$ cat src/rtl/mfp_pkg.sv
// Shared types and constants of the measurement frame parser.
// No dependencies; used by mfp_front, mfp_queue, mfp_back and the top level.
package mfp_pkg;

	localparam int MaxDataChars = 255;
	localparam int MaxTokens    = 16;
	localparam int QueueDepth   = 4;

	// Wide enough for the sum of up to 30 saturated tokens
	localparam int SumW = 40;

	localparam int         ChecksumMod   = 255;
	localparam logic [7:0] StatusMaxCode = 8'd6;
	localparam logic [7:0] StatusAltCode = 8'd99;
	localparam int         TempOffset    = 100;

	typedef enum logic [1:0] {
		ERR_OK       = 2'd0,
		ERR_HEADER   = 2'd1,
		ERR_CHECKSUM = 2'd2,
		ERR_STATUS   = 2'd3
	} err_t;

	// One parsed frame, handed from the parser to the checker
	typedef struct packed {
		logic                   hdr_ok;
		logic                   temp_ok;
		logic signed [SumW-1:0] sum;
		logic signed [31:0]     ck;
		logic signed [31:0]     volt;
		logic signed [31:0]     curr;
		logic signed [31:0]     cap;
		logic signed [31:0]     temp_raw;
		logic        [7:0]      stat;
		logic signed [31:0]     clk_time;
	} rec_t;

endpackage

$ cat src/rtl/mfp_front.sv
// Character parser: header match, tokenizer, decimal accumulation, field capture.
// Depends on mfp_pkg; emits one mfp_pkg::rec_t per frame.
module mfp_front #(
	parameter int MAX_DATA_CHARS = mfp_pkg::MaxDataChars,
	parameter int MAX_TOKENS     = mfp_pkg::MaxTokens
) (
	input  logic           clk,
	input  logic           arst_n,
	input  logic           accept,
	input  logic [7:0]     char_in,
	input  logic           frame_last,
	output logic           rec_push,
	output mfp_pkg::rec_t  rec
);

	localparam int DCW  = $clog2(MAX_DATA_CHARS + 1);
	localparam int IDXW = $clog2(MAX_TOKENS + 1);

	localparam logic [7:0]  ChEq     = 8'h3D;
	localparam logic [7:0]  ChComma  = 8'h2C;
	localparam logic [7:0]  ChPlus   = 8'h2B;
	localparam logic [7:0]  ChMinus  = 8'h2D;
	localparam logic [7:0]  ChSpace  = 8'h20;
	localparam logic [7:0]  ChTab    = 8'h09;
	localparam logic [7:0]  ChCr     = 8'h0D;
	localparam logic [7:0]  ChZero   = 8'h30;
	localparam logic [7:0]  ChNine   = 8'h39;
	localparam logic [15:0] HdrTag   = 16'h3530;
	localparam logic [34:0] ValMax   = 35'h0_7FFF_FFFF;

	localparam logic [4:0] TokCk     = 5'd1;
	localparam logic [4:0] TokVolt   = 5'd2;
	localparam logic [4:0] TokCurr   = 5'd3;
	localparam logic [4:0] TokCap    = 5'd4;
	localparam logic [4:0] TokTemp   = 5'd8;
	localparam logic [4:0] TokStatus = 5'd10;
	localparam logic [4:0] TokTime   = 5'd15;
	localparam logic [4:0] TokSumLo  = 5'd2;

	typedef enum logic [1:0] {
		PH_EMPTY = 2'd0,
		PH_SPACE = 2'd1,
		PH_NUM   = 2'd2,
		PH_STOP  = 2'd3
	} phase_t;

	logic [15:0]                    tail_q;
	logic                           in_data_q;
	logic                           hdr_q;
	logic [DCW-1:0]                 dcount_q;
	logic [IDXW-1:0]                idx_q;
	phase_t                         phase_q;
	logic                           neg_q;
	logic [30:0]                    val_q;
	logic signed [mfp_pkg::SumW-1:0] sum_q;
	logic signed [31:0]             ck_q, volt_q, curr_q, cap_q, temp_q, stat_q, time_q;

	logic [15:0]                    tail_n;
	logic                           in_data_n, hdr_n;
	logic [DCW-1:0]                 dcount_n;
	logic                           take_data, is_digit, is_space, comma, end_now, commit;
	phase_t                         ph_n;
	logic                           neg_n;
	logic [30:0]                    val_n;
	logic [34:0]                    mac;
	logic signed [31:0]             tok_v;
	logic [4:0]                     idx5;
	logic [IDXW-1:0]                idx_n;
	logic signed [mfp_pkg::SumW-1:0] sum_n;
	logic signed [31:0]             ck_n, volt_n, curr_n, cap_n, temp_n, stat_n, time_n;

	assign idx5     = 5'(idx_q);
	assign is_digit = (char_in >= ChZero) && (char_in <= ChNine);
	assign is_space = (char_in == ChSpace) || ((char_in >= ChTab) && (char_in <= ChCr));
	assign mac      = {1'b0, val_q, 3'b000} + {3'b000, val_q, 1'b0} + 35'(char_in - ChZero);

	always_comb begin
		tail_n    = tail_q;
		in_data_n = in_data_q;
		hdr_n     = hdr_q;
		dcount_n  = dcount_q;
		take_data = 1'b0;
		if (!in_data_q) begin
			if (char_in == ChEq) begin
				in_data_n = 1'b1;
				hdr_n     = (tail_q == HdrTag);
			end else begin
				tail_n = {tail_q[7:0], char_in};
			end
		end else if (dcount_q < DCW'(MAX_DATA_CHARS)) begin
			take_data = 1'b1;
			dcount_n  = dcount_q + DCW'(1);
		end
	end

	// Per-character token state update
	always_comb begin
		ph_n  = phase_q;
		neg_n = neg_q;
		val_n = val_q;
		comma = take_data && (char_in == ChComma);
		if (take_data && !comma) begin
			case (phase_q)
				PH_EMPTY, PH_SPACE: begin
					if (is_space) begin
						ph_n = PH_SPACE;
					end else if (char_in == ChPlus || char_in == ChMinus) begin
						neg_n = (char_in == ChMinus);
						ph_n  = PH_NUM;
					end else if (is_digit) begin
						val_n = (mac > ValMax) ? ValMax[30:0] : mac[30:0];
						ph_n  = PH_NUM;
					end else begin
						ph_n = PH_STOP;
					end
				end
				PH_NUM: begin
					if (is_digit) begin
						val_n = (mac > ValMax) ? ValMax[30:0] : mac[30:0];
					end else begin
						ph_n = PH_STOP;
					end
				end
				default: ph_n = phase_q;
			endcase
		end
	end

	// Close the token on a comma or at the end of the frame
	always_comb begin
		end_now = comma || frame_last;
		commit  = end_now && (ph_n != PH_EMPTY) && (idx_q < IDXW'(MAX_TOKENS));
		tok_v   = neg_n ? -$signed({1'b0, val_n}) : $signed({1'b0, val_n});
		sum_n   = sum_q;
		ck_n    = ck_q;
		volt_n  = volt_q;
		curr_n  = curr_q;
		cap_n   = cap_q;
		temp_n  = temp_q;
		stat_n  = stat_q;
		time_n  = time_q;
		idx_n   = idx_q;
		if (commit) begin
			idx_n = idx_q + IDXW'(1);
			if (idx5 >= TokSumLo) begin
				sum_n = sum_q + {{(mfp_pkg::SumW - 32){tok_v[31]}}, tok_v};
			end
			case (idx5)
				TokCk:     ck_n   = tok_v;
				TokVolt:   volt_n = tok_v;
				TokCurr:   curr_n = tok_v;
				TokCap:    cap_n  = tok_v;
				TokTemp:   temp_n = tok_v;
				TokStatus: stat_n = tok_v;
				TokTime:   time_n = tok_v;
				default:   ck_n   = ck_q;
			endcase
		end
	end

	always_comb begin
		rec_push     = accept && frame_last;
		rec.hdr_ok   = hdr_n;
		rec.temp_ok  = 5'(idx_n) > TokTemp;
		rec.sum      = sum_n;
		rec.ck       = ck_n;
		rec.volt     = volt_n;
		rec.curr     = curr_n;
		rec.cap      = cap_n;
		rec.temp_raw = temp_n;
		rec.stat     = stat_n[7:0];
		rec.clk_time = time_n;
	end

	always_ff @(posedge clk or negedge arst_n) begin
		if (!arst_n) begin
			tail_q    <= '0;
			in_data_q <= 1'b0;
			hdr_q     <= 1'b0;
			dcount_q  <= '0;
			idx_q     <= '0;
			phase_q   <= PH_EMPTY;
			neg_q     <= 1'b0;
			val_q     <= '0;
			sum_q     <= '0;
			ck_q      <= '0;
			volt_q    <= '0;
			curr_q    <= '0;
			cap_q     <= '0;
			temp_q    <= '0;
			stat_q    <= '0;
			time_q    <= '0;
		end else if (accept) begin
			if (frame_last) begin
				// Frame done: start the next one from a clean state
				tail_q    <= '0;
				in_data_q <= 1'b0;
				hdr_q     <= 1'b0;
				dcount_q  <= '0;
				idx_q     <= '0;
				phase_q   <= PH_EMPTY;
				neg_q     <= 1'b0;
				val_q     <= '0;
				sum_q     <= '0;
				ck_q      <= '0;
				volt_q    <= '0;
				curr_q    <= '0;
				cap_q     <= '0;
				temp_q    <= '0;
				stat_q    <= '0;
				time_q    <= '0;
			end else begin
				tail_q    <= tail_n;
				in_data_q <= in_data_n;
				hdr_q     <= hdr_n;
				dcount_q  <= dcount_n;
				idx_q     <= idx_n;
				phase_q   <= end_now ? PH_EMPTY : ph_n;
				neg_q     <= end_now ? 1'b0 : neg_n;
				val_q     <= end_now ? '0 : val_n;
				sum_q     <= sum_n;
				ck_q      <= ck_n;
				volt_q    <= volt_n;
				curr_q    <= curr_n;
				cap_q     <= cap_n;
				temp_q    <= temp_n;
				stat_q    <= stat_n;
				time_q    <= time_n;
			end
		end
	end

endmodule

$ cat src/rtl/mfp_queue.sv
// Short record queue between the parser and the checker.
// Depends on mfp_pkg for the record type.
module mfp_queue #(
	parameter int DEPTH = mfp_pkg::QueueDepth
) (
	input  logic          clk,
	input  logic          arst_n,
	input  logic          push,
	input  mfp_pkg::rec_t din,
	output logic          full,
	input  logic          pop,
	output mfp_pkg::rec_t dout,
	output logic          empty
);

	localparam int PW = $clog2(DEPTH);
	localparam int CW = $clog2(DEPTH + 1);

	mfp_pkg::rec_t mem_q [DEPTH];
	logic [PW-1:0] wr_q, rd_q;
	logic [CW-1:0] cnt_q;
	logic          do_push, do_pop;

	assign full    = (cnt_q == CW'(DEPTH));
	assign empty   = (cnt_q == '0);
	assign do_push = push && !full;
	assign do_pop  = pop && !empty;
	assign dout    = mem_q[rd_q];

	always_ff @(posedge clk) begin
		if (do_push) begin
			mem_q[wr_q] <= din;
		end
	end

	always_ff @(posedge clk or negedge arst_n) begin
		if (!arst_n) begin
			wr_q  <= '0;
			rd_q  <= '0;
			cnt_q <= '0;
		end else begin
			if (do_push) begin
				wr_q <= (wr_q == PW'(DEPTH - 1)) ? '0 : wr_q + PW'(1);
			end
			if (do_pop) begin
				rd_q <= (rd_q == PW'(DEPTH - 1)) ? '0 : rd_q + PW'(1);
			end
			case ({do_push, do_pop})
				2'b10:   cnt_q <= cnt_q + CW'(1);
				2'b01:   cnt_q <= cnt_q - CW'(1);
				default: cnt_q <= cnt_q;
			endcase
		end
	end

endmodule

$ cat src/rtl/mfp_back.sv
// Checker: checksum modulo 255, status check, temperature offset, result register.
// Depends on mfp_pkg for the record type and check constants.
module mfp_back (
	input  logic               clk,
	input  logic               arst_n,
	input  mfp_pkg::rec_t      rec,
	input  logic               rec_valid,
	output logic               rec_take,
	input  logic               pop,
	output logic               empty,
	output logic               frame_ok,
	output logic [1:0]         error_code,
	output logic signed [31:0] voltage_centi,
	output logic signed [31:0] current_centi,
	output logic signed [31:0] capacity_milli,
	output logic signed [31:0] temperature_deg,
	output logic [7:0]         output_status,
	output logic               output_active,
	output logic signed [31:0] time_hhmmss,
	output logic signed [31:0] checksum_received
);

	localparam logic signed [32:0] TempMin = -33'sd2147483647;

	logic               valid_s1, valid_s2;
	logic               ld2, s1_free;

	// Stage 1 registers
	logic               hdr_s1, sneg_s1;
	logic [10:0]        bsum_s1;
	logic signed [31:0] ck_s1, volt_s1, curr_s1, cap_s1, temp_s1, time_s1;
	logic [7:0]         stat_s1;

	logic [39:0]        mag;
	logic signed [32:0] tdiff;
	logic [8:0]         fold;
	logic [7:0]         rem;
	logic signed [9:0]  modv;
	logic signed [31:0] ck_exp;
	logic               ck_good, stat_good;
	mfp_pkg::err_t      err;

	assign ld2      = valid_s1 && (!valid_s2 || pop);
	assign s1_free  = !valid_s1 || ld2;
	assign rec_take = s1_free && rec_valid;
	assign empty    = !valid_s2;

	// |sum| mod 255 folds as a sum of bytes since 256 is 1 mod 255
	always_comb begin
		mag   = rec.sum[mfp_pkg::SumW-1] ? 40'(-rec.sum) : 40'(rec.sum);
		tdiff = {rec.temp_raw[31], rec.temp_raw} - 33'(mfp_pkg::TempOffset);
		if (tdiff < TempMin) begin
			tdiff = TempMin;
		end
	end

	always_comb begin
		fold      = {1'b0, bsum_s1[7:0]} + {6'b0, bsum_s1[10:8]};
		rem       = (fold >= 9'(mfp_pkg::ChecksumMod)) ? 8'(fold - 9'(mfp_pkg::ChecksumMod))
		                                               : fold[7:0];
		modv      = sneg_s1 ? -$signed({2'b00, rem}) : $signed({2'b00, rem});
		ck_exp    = 32'(modv) + 32'sd1;
		ck_good   = (ck_exp == ck_s1);
		stat_good = (stat_s1 <= mfp_pkg::StatusMaxCode) || (stat_s1 == mfp_pkg::StatusAltCode);
		if (!hdr_s1) begin
			err = mfp_pkg::ERR_HEADER;
		end else if (!ck_good) begin
			err = mfp_pkg::ERR_CHECKSUM;
		end else if (!stat_good) begin
			err = mfp_pkg::ERR_STATUS;
		end else begin
			err = mfp_pkg::ERR_OK;
		end
	end

	always_ff @(posedge clk) begin
		if (rec_take) begin
			hdr_s1  <= rec.hdr_ok;
			sneg_s1 <= rec.sum[mfp_pkg::SumW-1];
			bsum_s1 <= 11'(mag[7:0]) + 11'(mag[15:8]) + 11'(mag[23:16])
			         + 11'(mag[31:24]) + 11'(mag[39:32]);
			ck_s1   <= rec.ck;
			volt_s1 <= rec.volt;
			curr_s1 <= rec.curr;
			cap_s1  <= rec.cap;
			temp_s1 <= rec.temp_ok ? tdiff[31:0] : 32'sd0;
			stat_s1 <= rec.stat;
			time_s1 <= rec.clk_time;
		end
		if (ld2) begin
			// Missing header blanks every data field
			frame_ok          <= (err == mfp_pkg::ERR_OK);
			error_code        <= err;
			voltage_centi     <= hdr_s1 ? volt_s1 : 32'sd0;
			current_centi     <= hdr_s1 ? curr_s1 : 32'sd0;
			capacity_milli    <= hdr_s1 ? cap_s1 : 32'sd0;
			temperature_deg   <= hdr_s1 ? temp_s1 : 32'sd0;
			output_status     <= hdr_s1 ? stat_s1 : 8'd0;
			output_active     <= (err == mfp_pkg::ERR_OK) && (stat_s1 == 8'd0);
			time_hhmmss       <= hdr_s1 ? time_s1 : 32'sd0;
			checksum_received <= hdr_s1 ? ck_s1 : 32'sd0;
		end
	end

	always_ff @(posedge clk or negedge arst_n) begin
		if (!arst_n) begin
			valid_s1 <= 1'b0;
			valid_s2 <= 1'b0;
		end else begin
			if (rec_take) begin
				valid_s1 <= 1'b1;
			end else if (ld2) begin
				valid_s1 <= 1'b0;
			end
			if (ld2) begin
				valid_s2 <= 1'b1;
			end else if (pop) begin
				valid_s2 <= 1'b0;
			end
		end
	end

endmodule

$ cat src/rtl/measurement_frame_parser.sv
// Top level of the measurement frame parser: parser, record queue and checker.
// Depends on mfp_pkg, mfp_front, mfp_queue and mfp_back.
//
// Channel  | Handshake        | Payload
// ---------+------------------+--------------------------------------------------
// input    | push / full      | char_in, frame_last
// result   | empty / pop      | frame_ok, error_code, voltage_centi, current_centi,
//          |                  | capacity_milli, temperature_deg, output_status,
//          |                  | output_active, time_hhmmss, checksum_received
//
// One character is taken per cycle while full is low. The edge that takes a frame's
// last character writes its record into the queue; the record then moves on into
// the checksum byte fold and then into the result register, each when that stage is free.
// Reset clears parser state, queue pointers and stage valid bits.
// The queue holds QUEUE_DEPTH finished frames; full rises only when it is
// filled and the result side is stalled, and then every character waits.
module measurement_frame_parser #(
	parameter int MAX_DATA_CHARS = mfp_pkg::MaxDataChars,
	parameter int MAX_TOKENS     = mfp_pkg::MaxTokens,
	parameter int QUEUE_DEPTH    = mfp_pkg::QueueDepth
) (
	input  logic               clk,
	input  logic               arst_n,
	input  logic               push,
	output logic               full,
	input  logic [7:0]         char_in,
	input  logic               frame_last,
	output logic               empty,
	input  logic               pop,
	output logic               frame_ok,
	output logic [1:0]         error_code,
	output logic signed [31:0] voltage_centi,
	output logic signed [31:0] current_centi,
	output logic signed [31:0] capacity_milli,
	output logic signed [31:0] temperature_deg,
	output logic [7:0]         output_status,
	output logic               output_active,
	output logic signed [31:0] time_hhmmss,
	output logic signed [31:0] checksum_received
);

	logic          accept;
	logic          rec_push, rec_take, q_empty;
	mfp_pkg::rec_t rec_in, rec_out;

	// Transfer a character only while the queue can take a finished frame
	assign accept = push && !full;

	mfp_front #(
		.MAX_DATA_CHARS(MAX_DATA_CHARS),
		.MAX_TOKENS    (MAX_TOKENS)
	) u_front (
		.clk       (clk),
		.arst_n    (arst_n),
		.accept    (accept),
		.char_in   (char_in),
		.frame_last(frame_last),
		.rec_push  (rec_push),
		.rec       (rec_in)
	);

	// Decouple parsing from checking so either side can stall alone
	mfp_queue #(
		.DEPTH(QUEUE_DEPTH)
	) u_queue (
		.clk   (clk),
		.arst_n(arst_n),
		.push  (rec_push),
		.din   (rec_in),
		.full  (full),
		.pop   (rec_take),
		.dout  (rec_out),
		.empty (q_empty)
	);

	mfp_back u_back (
		.clk              (clk),
		.arst_n           (arst_n),
		.rec              (rec_out),
		.rec_valid        (!q_empty),
		.rec_take         (rec_take),
		.pop              (pop),
		.empty            (empty),
		.frame_ok         (frame_ok),
		.error_code       (error_code),
		.voltage_centi    (voltage_centi),
		.current_centi    (current_centi),
		.capacity_milli   (capacity_milli),
		.temperature_deg  (temperature_deg),
		.output_status    (output_status),
		.output_active    (output_active),
		.time_hhmmss      (time_hhmmss),
		.checksum_received(checksum_received)
	);

endmodule
$ cat config.mk
export PLATFORM = sky130hd
export DESIGN_NAME = measurement_frame_parser
export DESIGN_NICKNAME = d
export VERILOG_FILES = /design/src/rtl/mfp_pkg.sv /design/src/rtl/mfp_front.sv /design/src/rtl/mfp_queue.sv /design/src/rtl/mfp_back.sv /design/src/rtl/measurement_frame_parser.sv
export SDC_FILE = /design/constraint.sdc
export NUM_CORES = 2
export LEC_CHECK = 0
export BUFFER_PORTS_ARGS = -buffer_cell sky130_fd_sc_hd__buf_4
export CORE_MARGIN = 2
export CORE_UTILIZATION = 65
export CTS_BUF_LIST = sky130_fd_sc_hd__clkbuf_8
export CTS_CLUSTER_DIAMETER = 40
export DETAILED_ROUTE_END_ITERATION = 7
export HOLD_SLACK_MARGIN = 0.05
export MAX_ROUTING_LAYER = met4
export PLACE_DENSITY = 0.83
export SLEW_MARGIN = 5
export SYNTH_ARGS = -nofsm -noshare
export SYNTH_HDL_FRONTEND = slang
export SYNTH_SLANG_ARGS = --single-unit
export TNS_END_PERCENT = 5
$ cat constraint.sdc
create_clock -name clk -period 15.67 [get_ports clk]
set_input_delay 3.9175 -clock clk [delete_from_list [all_inputs] [get_ports clk]]
set_output_delay 3.9175 -clock clk [all_outputs]
set_load 0.005 [all_outputs]
==> qor.csv <==
metric,value,unit
outcome,completed,
total number of yosys warnings,0,
number of max-slew violations in the final report,0,
Synthesized Nets,5065,
count of TritonRoute iterations in the first routing pass,8,
total clock buffers created by CTS,283,
Tcrit/Tclk final,0.842,
net count of the finished layout,5399,
TritonCTS clock tree,yes,
antenna violations before repair,8,
growth of design area from synthesis to finish,11.7,%
Worst-path clk slew,60,ps
highest attainable clock frequency,75.8,MHz
post-synthesis cell area,73200,µm²
root buf cell,clkbuf_8,
Vias per Instance,6.55,
per-cell routed wire length,25.9,µm
kind of end point of the critical path,flip-flop,
leading post-synthesis cells by cell area,"edfxtp_1 (57%), dfrtp_1 (11%), mux4_2 (7.4%)",
crit-path max FO,31,
vertical die dimension,340,µm
max reg flops,968,
largest buffer count on any clock path,4,
Power per Cell Area,216,nW/µm²
area of the core region,112000,µm²
Total Negative Setup Slacks,0,ps
floorplan die area,115000,µm²
Syn Inst Count,4885,
Worst EP arrival,13790,ps
RePlAce Congestion,0.941,
input/output buffers,218,
Starting Density,0.654,
library cell occupying the most area in the post-synthesis netlist,edfxtp_1,
post-synthesis sequential element count,1699,
Detailed Route Iter0 Violations,5806,
Site Rows,123,
num ports,219,
cell repeated most along the worst path,o21ai_0,
number of enable-type register cells in the synthesized netlist,1385,
Post-DRT Antenna Nets,0,
die width,340,µm
overall routing resource usage,0.323,
number of buffers inserted by post-CTS setup repair,0,
final wirelength,180,mm
# resized after CTS,0,
clock sink count,1699,
layout cell share with drive strength beyond 1,0.182,
data required time at the worst endpoint,16270,ps
sequential area share after synthesis,0.675,
number of DRC violations after detailed routing,0,
most frequent cell after synthesis,edfxtp_1,
Leakage,0.0308,µW
number of fill cells,6494,
area occupied by registers,49500,µm²
Clock H-tree levels,5,
Slew headroom,0.0736,
Final Skew,78.1,ps
Pwr Total,17700,µW
number of hold buffers added after CTS,0,
startpoint kind of the worst setup timing path,primary input,
actual slew at the worst max-slew pin,1380,ps
most flop-heavy register,u_queue.mem_q,
wire length of the first global-routing pass,271,mm
classification of the worst setup path,primary input to flip-flop,
largest net degree at the start of global routing,142,
post-layout minimum cycle time,13190,ps
top cells by instance count after synthesis,"edfxtp_1 (1385), nand2_1 (496), dfrtp_1 (314)",
Congestion Overflow GR,0,
max-cap violations,0,
delay contributed by the slowest stage of the critical path,670,ps
Synth cell types,93,
multi-input combinational cell area,22500,µm²
share of flip-flops with an asynchronous set or reset,0.185,
mean area per synthesized cell,15.0,µm²
critical-path cell with the highest stage delay,xor2_1,
clock latency reported for the late side of the worst-skew pair,960,ps
fraction of post-synthesis cell area in the top cell type by area,0.568,
ys flop type,edfxtp_1,
number of global-route vias before repair,44900,
final setup vio count,0,
half-perimeter wire length after placement,113,mm
Hold WC Path Type,flip-flop to flip-flop,
peak supply drop,919,µV
Final Instance Count excl. Fillers,6934,
total via count after detailed routing,45400,
total instance count after detailed placement,6434,
number of hold violations in the final report,0,
unrepaired setup endpoints after global routing,no,
registers with the most flip-flops,"u_queue.mem_q (968), u_front.sum_q (40)",
==> final timing paths <==
kind / startpoint / end / slack (ps) / cells past startpoint
worst max-delay path: char_in[4] / u_queue.mem_q[1][236]$_DFFE_PP_ / 2480 / 35
worst min-delay path: u_front.temp_q[19]$_DFFE_PN0P_ / u_front.temp_q[19]$_DFFE_PN0P_ / 490 / 2
worst max register to register: u_front.val_q[0]$_DFFE_PN0P_ / u_queue.mem_q[1][236]$_DFFE_PP_ / 5970 / 32
worst min register to register: u_front.temp_q[19]$_DFFE_PN0P_ / u_front.temp_q[19]$_DFFE_PN0P_ / 490 / 2
max in group asynchronous: arst_n / u_queue.rd_q[0]$_DFFE_PN0P_ / 10520 / 3
min in group asynchronous: arst_n / u_queue.cnt_q[1]$_DFFE_PN0P_ / 2880 / 1
==> cells in the final DEF, fill, tap and decap left out, types with 100 or more instances in the layout <==
| cell type | instances |
|---|---|
| nor2_1 | 194 |
| o21ai_0 | 309 |
| a21oi_1 | 134 |
| mux4_2 | 241 |
| buf_4 | 301 |
| edfxtp_1 | 1385 |
| ha_1 | 117 |
| clkbuf_8 | 312 |
| a22o_1 | 172 |
| nand2_1 | 495 |
| dfrtp_1 | 312 |
| inv_1 | 229 |
| xnor2_1 | 100 |
| and2_1 | 211 |
==> stage by stage <==
step	setup slack, ps	utilization	cell area, µm²	hold WS [ps]
CTS	2670	0.730	81700	484
detailed placement	1780	0.683	76600	470
global route	1760	0.730	81800	511
global placement	2050	0.683	76600	460
finish	2480	0.730	81800	487
floorplan	3110	-	73200	449
==> report_power, final <==
group | switching (µW) | internal, µW | leakage (µW)
logic | 4330 | 2900 | 0.0102
registers | 447 | 6390 | 0.0175
clock network | 1680 | 1900 | 0.00303
==> worst max-delay path, delay by kind of cell <==
kind | cells | cell delay, ps
compound gates | 18 | 5100
fa+ha+maj | 4 | 1430
buf+inv | 5 | 1290
simple gates | 6 | 1110
xor+xnor | 2 | 870
==> final cells by class <==
type,count,area share
multi-input combinational,2812,0.275
clock buffer,312,0.0525
tap,1500,0.0230
antenna,12,0.000367
sequential,1699,0.605
inverter,118,0.00542
timing repair buffer,305,0.0286
clock inverter,176,0.0108
==> cell families (layout without fill, tap and decap cells) <==
logic type / after synthesis / after routing / share of synthesized area
other: 0 / 12 / 0
flip-flops: 1699 / 1699 / 0.675
AND/OR/NAND/NOR: 1177 / 1177 / 0.0766
multiplexers: 266 / 266 / 0.0778
XOR/XNOR: 196 / 196 / 0.0238
buffers and inverters: 374 / 911 / 0.0202
AO/OA/AOI/OAI: 1005 / 1005 / 0.0924
adder cells (fa/ha/maj): 168 / 168 / 0.0338
==> routing by layer <==
metal / wire length (µm) / GRT usage / part of all wire
met1: 66800 / 0.420 / 0.37
met2: 86600 / 0.495 / 0.48
met3: 18400 / 0.0745 / 0.10
met4: 7870 / 0.141 / 0.044
met5: 0 / - / 0
Note: power is estimated with default switching activity, not from simulation.
